`config.mk`:
```
export PLATFORM = sky130hd
export DESIGN_NAME = rc_frame_parser_with_failsafe
export DESIGN_NICKNAME = d
export VERILOG_FILES = /design/src/sv/rcfp_pkg.sv /design/src/sv/rc_frame_parser_with_failsafe.sv
export VERILOG_INCLUDE_DIRS = /design/src /design/src/sv
export SDC_FILE = /design/constraint.sdc
export NUM_CORES = 1
export LEC_CHECK = 0
export ABC_AREA = 1
export BUFFER_PORTS_ARGS = -buffer_cell sky130_fd_sc_hd__buf_2
export CAP_MARGIN = 30
export CORE_MARGIN = 2
export CORE_UTILIZATION = 60
export CTS_CLUSTER_DIAMETER = 150
export DETAILED_ROUTE_END_ITERATION = 12
export PLACE_DENSITY = 0.8
export SYNTH_ARGS = -nofsm -noshare
export SYNTH_HDL_FRONTEND = slang
export SYNTH_SLANG_ARGS = --single-unit
```
`constraint.sdc`:
```
create_clock -name clk -period 28.5 [get_ports clk]
set_input_delay 5.7 -clock clk [delete_from_list [all_inputs] [get_ports clk]]
set_output_delay 5.7 -clock clk [all_outputs]
set_load 0.03 [all_outputs]
```
`src/sv/assert_macros.svh`:
```
// Assertion macros for the RC frame parser RTL.
// Depends on nothing; included by the top level after its declarations.
`ifndef ASSERT_MACROS_SVH
`define ASSERT_MACROS_SVH

// Same-cycle implication, checked outside reset.
`define ASSERT_IMPLIES(label, clk, rst, ante, cons) \
  label: assert property (@(posedge clk) disable iff (rst) (ante) |-> (cons)) \
    else $error("implication check failed");

// Next-cycle implication, checked outside reset.
`define ASSERT_NEXT(label, clk, rst, ante, cons) \
  label: assert property (@(posedge clk) disable iff (rst) (ante) |=> (cons)) \
    else $error("next-cycle check failed");

`endif

```
`src/sv/rcfp_pkg.sv`:
```
// Constants, codes and the CRC-8 step for the RC frame parser.
// No dependencies; imported by rc_frame_parser_with_failsafe.
package rcfp_pkg;

  localparam int RAW_W = 11;
  localparam logic [7:0] CRC_POLY = 8'hD5;
  localparam logic [7:0] CRC_MSB = 8'h80;
  localparam logic [7:0] MAX_LENGTH = 8'd62;
  localparam logic [11:0] CHANNEL_OFFSET = 12'd992;

  // Item commands
  localparam logic CMD_BYTE = 1'b0;
  localparam logic CMD_TICK = 1'b1;

  // Configuration register indexes
  localparam logic [1:0] REG_DEVICE_ADDRESS = 2'd0;
  localparam logic [1:0] REG_FRAME_TYPE = 2'd1;
  localparam logic [1:0] REG_FAILSAFE_TICKS = 2'd2;

  // Frame positions
  localparam logic [5:0] POS_HUNT = 6'd0;
  localparam logic [5:0] POS_LENGTH = 6'd1;
  localparam logic [5:0] POS_TYPE = 6'd2;
  localparam logic [5:0] POS_PAYLOAD = 6'd3;

  // Reset values of the registers
  localparam logic [7:0] RESET_DEVICE_ADDRESS = 8'd200;
  localparam logic [7:0] RESET_FRAME_TYPE = 8'd22;
  localparam logic [15:0] RESET_FAILSAFE_TICKS = 16'd1000;

  typedef logic [RAW_W-1:0] raw_channel_t;

  // CRC-8, MSB first, one byte per call
  function automatic logic [7:0] crc8_update(input logic [7:0] crc, input logic [7:0] data);
    logic [7:0] c;
    c = crc ^ data;
    for (int i = 0; i < 8; i++) begin
      if ((c & CRC_MSB) != 8'd0) begin
        c = (c << 1) ^ CRC_POLY;
      end else begin
        c = c << 1;
      end
    end
    return c;
  endfunction

endpackage

```
`src/sv/rc_frame_parser_with_failsafe.sv`:
```
// RC channel frame parser with failsafe timer.
// Result is registered on input transfer; one item per cycle unless out_ready holds the output.
// The byte/tick step, CRC and channel unpack all sit between the input port and
// the result register, which also acts as the output stage of the handshake.
// Reset (rst, synchronous) clears the parser, payload, channels and counter, and
// loads the register defaults: address 200, frame type 22, failsafe 1000 ticks.
module rc_frame_parser_with_failsafe
  import rcfp_pkg::*;
#(
  parameter int CHANNEL_COUNT = 8
) (
  input  logic        clk,
  input  logic        rst,
  input  logic        in_valid,
  output logic        in_ready,
  input  logic        cmd,
  input  logic [7:0]  data_byte,
  input  logic [2:0]  channel_index,
  output logic        out_valid,
  input  logic        out_ready,
  output logic signed [11:0] channel_value,
  output logic        link_valid,
  output logic        frame_accepted,
  input  logic        cfg_valid,
  output logic        cfg_ready,
  input  logic [1:0]  cfg_index,
  input  logic [15:0] cfg_data
);

  localparam int PAYLOAD_BYTES = (CHANNEL_COUNT * RAW_W + 7) / 8;
  localparam int PIDX_W = (PAYLOAD_BYTES > 1) ? $clog2(PAYLOAD_BYTES) : 1;
  localparam int CIDX_W = (CHANNEL_COUNT > 1) ? $clog2(CHANNEL_COUNT) : 1;

  // Configuration
  logic [7:0]  device_address;
  logic [7:0]  channels_frame_type;
  logic [15:0] failsafe_ticks;

  // Parser state
  logic [5:0]   byte_position, byte_position_next;
  logic [5:0]   frame_length, frame_length_next;
  logic [7:0]   running_crc, running_crc_next;
  logic [7:0]   type_byte, type_byte_next;
  logic [15:0]  failsafe_counter, failsafe_counter_next;
  logic [7:0]   payload_bytes [PAYLOAD_BYTES];
  raw_channel_t raw_channels [CHANNEL_COUNT];

  logic         in_fire;
  logic [7:0]   crc_step;
  logic [5:0]   payload_offset;
  logic         payload_write;
  logic         good_frame;

  logic [PAYLOAD_BYTES*8-1:0] payload_flat;
  raw_channel_t               unpacked [CHANNEL_COUNT];
  logic [CIDX_W+2:0]          sel_wide;
  logic [CIDX_W-1:0]          sel;
  logic                       sel_in_range;
  raw_channel_t               sel_raw;
  logic [11:0]                value_next;

  assign cfg_ready = 1'b1;
  assign in_ready  = !out_valid || out_ready;
  assign in_fire   = in_valid && in_ready;

  always_ff @(posedge clk) begin
    if (rst) begin
      device_address      <= RESET_DEVICE_ADDRESS;
      channels_frame_type <= RESET_FRAME_TYPE;
      failsafe_ticks      <= RESET_FAILSAFE_TICKS;
    end else if (cfg_valid && cfg_ready) begin
      case (cfg_index)
        REG_DEVICE_ADDRESS: device_address <= cfg_data[7:0];
        REG_FRAME_TYPE:     channels_frame_type <= cfg_data[7:0];
        REG_FAILSAFE_TICKS: failsafe_ticks <= cfg_data;
        default: ;
      endcase
    end
  end

  // Flatten payload LSB-first and cut out the 11-bit channels
  always_comb begin
    for (int i = 0; i < PAYLOAD_BYTES; i++) begin
      payload_flat[i*8 +: 8] = payload_bytes[i];
    end
  end

  always_comb begin
    for (int ch = 0; ch < CHANNEL_COUNT; ch++) begin
      unpacked[ch] = payload_flat[ch*RAW_W +: RAW_W];
    end
  end

  assign crc_step       = crc8_update(running_crc, data_byte);
  assign payload_offset = byte_position - POS_PAYLOAD;

  always_comb begin
    byte_position_next    = byte_position;
    frame_length_next     = frame_length;
    running_crc_next      = running_crc;
    type_byte_next        = type_byte;
    failsafe_counter_next = failsafe_counter;
    payload_write         = 1'b0;
    good_frame            = 1'b0;
    if (cmd == CMD_BYTE) begin
      if (byte_position == POS_HUNT) begin
        running_crc_next = 8'd0;
        if (data_byte == device_address) begin
          byte_position_next = POS_LENGTH;
        end
      end else if (byte_position == POS_LENGTH) begin
        if (data_byte > MAX_LENGTH) begin
          byte_position_next = POS_HUNT;
        end else begin
          frame_length_next  = data_byte[5:0];
          byte_position_next = POS_TYPE;
        end
      end else if ({1'b0, byte_position} < ({1'b0, frame_length} + 7'd1)) begin
        running_crc_next = crc_step;
        if (byte_position == POS_TYPE) begin
          type_byte_next = data_byte;
        end else if (int'(payload_offset) < PAYLOAD_BYTES) begin
          payload_write = 1'b1;
        end
        byte_position_next = byte_position + 6'd1;
      end else begin
        // CRC byte: check and close the frame
        running_crc_next = crc_step;
        if (type_byte == channels_frame_type && crc_step == 8'd0) begin
          good_frame            = 1'b1;
          failsafe_counter_next = failsafe_ticks;
        end
        byte_position_next = POS_HUNT;
      end
    end else if (failsafe_counter != 16'd0) begin
      failsafe_counter_next = failsafe_counter - 16'd1;
    end
  end

  // Result: selected channel as it stands after this item
  always_comb begin
    sel_wide     = (CIDX_W+3)'(channel_index);
    sel          = sel_wide[CIDX_W-1:0];
    sel_in_range = int'(channel_index) < CHANNEL_COUNT;
    sel_raw      = good_frame ? unpacked[sel] : raw_channels[sel];
    value_next   = sel_in_range ? ({1'b0, sel_raw} - CHANNEL_OFFSET) : 12'd0;
  end

  always_ff @(posedge clk) begin
    if (rst) begin
      byte_position    <= POS_HUNT;
      frame_length     <= 6'd0;
      running_crc      <= 8'd0;
      type_byte        <= 8'd0;
      failsafe_counter <= 16'd0;
      for (int i = 0; i < PAYLOAD_BYTES; i++) begin
        payload_bytes[i] <= 8'd0;
      end
      for (int ch = 0; ch < CHANNEL_COUNT; ch++) begin
        raw_channels[ch] <= '0;
      end
    end else if (in_fire) begin
      byte_position    <= byte_position_next;
      frame_length     <= frame_length_next;
      running_crc      <= running_crc_next;
      type_byte        <= type_byte_next;
      failsafe_counter <= failsafe_counter_next;
      if (payload_write) begin
        payload_bytes[payload_offset[PIDX_W-1:0]] <= data_byte;
      end
      if (good_frame) begin
        for (int ch = 0; ch < CHANNEL_COUNT; ch++) begin
          raw_channels[ch] <= unpacked[ch];
        end
      end
    end
  end

  // Output stage: load on input transfer, drop once the result is taken
  always_ff @(posedge clk) begin
    if (rst) begin
      out_valid <= 1'b0;
    end else if (in_fire) begin
      out_valid <= 1'b1;
    end else if (out_ready) begin
      out_valid <= 1'b0;
    end
  end

  always_ff @(posedge clk) begin
    if (in_fire) begin
      channel_value  <= value_next;
      link_valid     <= failsafe_counter_next != 16'd0;
      frame_accepted <= good_frame;
    end
  end

`include "assert_macros.svh"

  `ASSERT_IMPLIES(a_pos_bound, clk, rst, byte_position > frame_length + 6'd1, byte_position == POS_TYPE)
  `ASSERT_NEXT(a_tick_no_frame, clk, rst, in_fire && cmd == CMD_TICK, out_valid && !frame_accepted)
  `ASSERT_IMPLIES(a_accept_closes, clk, rst, out_valid && frame_accepted, byte_position == POS_HUNT)

endmodule
```
==> reports/qor.yml <==
setup_viol: 0
clkPwrFrac_pct: 41.7
ant_nets: 0
synth_area_per_cell_um2: 8.272
wl_um: 33400
status: "complete, no violations"
max_freq_mhz: 84.73
syn_inst: 1635
hold_viol: 0
start_util_pct: 61.59
criticalPathCategory: "in -> out"
synthAdderAreaFrac_pct: 1.203
yosys_warnings: 0
reg2reg_depth: 20
ctsResizeCount: 0
crit_end: "in_ready"
gr-total-overflow: 0
syn_area_um2: 13520
fin_crit_ns: 11.80
cts_buffers: 28
cts_tree: "built"
fillers: 1748
diodes: 0
core.rowCount: 54
remaining_drc_errors: 0
grt_pass1_wl_um: 52890
maxSlewHeadroom_pct: 33.22
antenna_found_initial: 1
worstSetupEndpointType: "output port"
place_hpwl_um: 22090
critPathMaxFanout: 3
area_delta_synth_final_pct: 10.44
wl_per_cell_um: 17.04
syn_nets: 1683
ios: 52
root_buffer: "clkbuf_16"
io_buffers: 50
power_density_nw_per_um2: 60.80
crit_start: "out_ready"
arrival_ns: 6.10
peakVddDrop_v: 0.00004645
synth_compound_area_share_pct: 12.81
fp.dieH_um: 154.1
finalWeightedCongestion: 0.9167
drv_cap: 0
async_reset_ff_share_pct: 0
ys_seq_elements: 267
yosys.area_share.simple_pct: 22.58
tightest_slew_ns: 0.9940
core_um2: 21960
grtUsageTotal_pct: 27.76
dieArea_um2: 23760
swShare_pct: 24.77
fin_nets: 1706
cts_hold_buf: 0
cp.required_ns: 22.80
cts_buffer_depth: 3
yosysUniqueCellTypes: 46
muxShareOfSynthArea_pct: 0
drt-vias-per-instance: 5.716
critPathLaunchType: "input pin"
reg2reg_slack_ns: 24.61
h-tree-depth: 1
p_int_uw: 683.2
hold_path_class: "reg -> reg"
clkLatencyLatePin_ns: 0.54
slew_viol_final: 0
p_seq_share_pct: 48.0
ys.flop_type: "edfxtp_1"
leakagePower_uw: 0.006180
regArea_um2: 7167
synth_edf_count: 182
r2r-start: "frame_length[2]"
holdWs_ns: 0.4600
die_w_um: 154.1
grt_pass1_vias: 10661
fin_crit_sh_pct: 41.41
clock_sinks: 267
r2r_end: "channel_value[9]"
seq_area_frac_synth_pct: 52.99
grt_max_degree: 101
clock-skew-final_ns: 0.009051
switchingPower_uw: 224.9
post_cts_buffers: 0
drt_iter0_drc: 1036
rsz0062_at_grt: "false"
synth_top_family_by_area: "simple AND/OR/NAND/NOR gates"
multi_input_area_um2: 5238
setup_tns_ns: 0
via_count: 11204
first_pass_iters: 5
layout-drive-gt1-share_pct: 10.36
path_clk_slew_ns: 0.06
pwr-share-comb_pct: 10.4
synth_xor_xnor_area_share_pct: 1.980
## synthesized netlist by cell type, types with 3 or more instances
cell / instances / area [um2]
nor2_1: 290 / 1089
nand2_1: 261 / 979.7
inv_1: 198 / 743.2
edfxtp_1: 182 / 5465
o21ai_0: 170 / 850.8
a21oi_1: 102 / 510.5
dfxtp_1: 85 / 1702
nand3_1: 74 / 370.4
clkbuf_1: 53 / 198.9
nand2_2: 24 / 150.1
nor3_1: 20 / 100.1
xor2_1: 16 / 140.1
clkinv_1: 14 / 52.55
ha_1: 13 / 162.7
inv_2: 13 / 48.80
nand4_1: 12 / 75.07
o221ai_1: 11 / 96.34
o22ai_1: 11 / 68.82
xnor2_1: 9 / 78.83
buf_2: 8 / 40.04
o211ai_1: 6 / 45.04
a22oi_1: 5 / 37.54
a31oi_1: 5 / 31.28
nor2_2: 5 / 31.28
nor2_4: 5 / 56.30
or2_2: 5 / 31.28
nand3_2: 4 / 40.04
nor4_1: 4 / 25.02
a211oi_1: 3 / 22.52
buf_1: 3 / 11.26
buf_6: 3 / 33.78
nand2_4: 3 / 33.78
## cell families (layout without fill, tap and decap cells)
| logic type | Yosys count | count (layout) |
|---|---|---|
| compound gates | 321 | 321 |
| simple gates | 712 | 712 |
| xor+xnor | 28 | 28 |
| other cells | 1 | 1 |
| flops | 267 | 267 |
| fa+ha+maj | 13 | 13 |
| buf+inv | 293 | 338 |
## area by class of cell
type | instances | area share [%]
clock inverters | 15 | 1.056
repair buffers | 61 | 2.480
inverters | 225 | 5.655
multi-input cells | 1075 | 35.07
flip-flops and latches | 267 | 47.99
clock buffers | 37 | 5.412
well taps | 280 | 2.346
## worst max-delay path: stages
cell and delay (ns):
buf_2 0.07, inv_1 0.03, nand2_1 0.09, buf_2 0.21
## state kept, by name, summed over array words and instances, names as in the netlist
name and flops:
frame_accepted 1, byte_position 6, payload_bytes 88, running_crc 8, failsafe_ticks 16, type_byte 8, failsafe_counter 16, frame_length 6
channel_value 12, device_address 8, out_valid 1, link_valid 1, raw_channels 88, channels_frame_type 8
## stage by stage
stage	power (uW)	setup WS, ns	instance area, um2	util, %	std cells
global placement	532.5	16.70	13910	63.34	1905
finish	908.1	16.70	14940	68.02	1960
global route	938.8	16.66	14940	68.02	1960
detailed placement	536.5	16.69	13970	63.62	1908
CTS	911.8	16.69	14940	68.02	1960
floorplan	510.2	14.65	13520	-	1635
## how the worst min path moves through the flow
stage / slack (ns) / end / startpoint / depth (start not counted)
after floorplan: 0.43 / failsafe_ticks[3] / failsafe_ticks[3] / 2
after global placement: 0.44 / failsafe_ticks[10] / failsafe_ticks[10] / 2
after detailed placement: 0.44 / failsafe_ticks[7] / failsafe_ticks[7] / 2
after CTS: 0.46 / failsafe_ticks[7] / failsafe_ticks[7] / 2
after global routing: 0.48 / failsafe_ticks[10] / failsafe_ticks[10] / 2
final: 0.46 / failsafe_ticks[11] / failsafe_ticks[11] / 2
## per-layer routing
metal	global-route usage, %	vias up	share of wire, %	wire (um)
li1	-	5434	-	-
met1	35.41	5199	40	13390
met2	47.88	482	49	16360
met3	4.284	87	7.5	2520
met4	10.73	2	3.3	1109
met5	0	-	0.051	17
## power groups by stage
stage               combinational, uW  clock [uW]  sequential [uW]
global route                      105         397              437
CTS                              93.4         383              436
finish                           94.0         378              436
global placement                 89.1           0              443
detailed placement               92.8           0              444
floorplan                        63.5           0              447
## cells in the final DEF (no fill, tap or decap), drive strengths merged, types with 10 or more instances in the layout
cell type and instances:
dfxtp 85, buf 61, inv 213, clkbuf 37
nor3 20, ha 13, edfxtp 182, xnor2 10
nor2 302, clkinv 20, nand4 12, o21ai 170
o22ai 11, o221ai 11, nand3 79, a21oi 102
xor2 18, nand2 288
No activity file was read; power rests on OpenSTA's default activity.
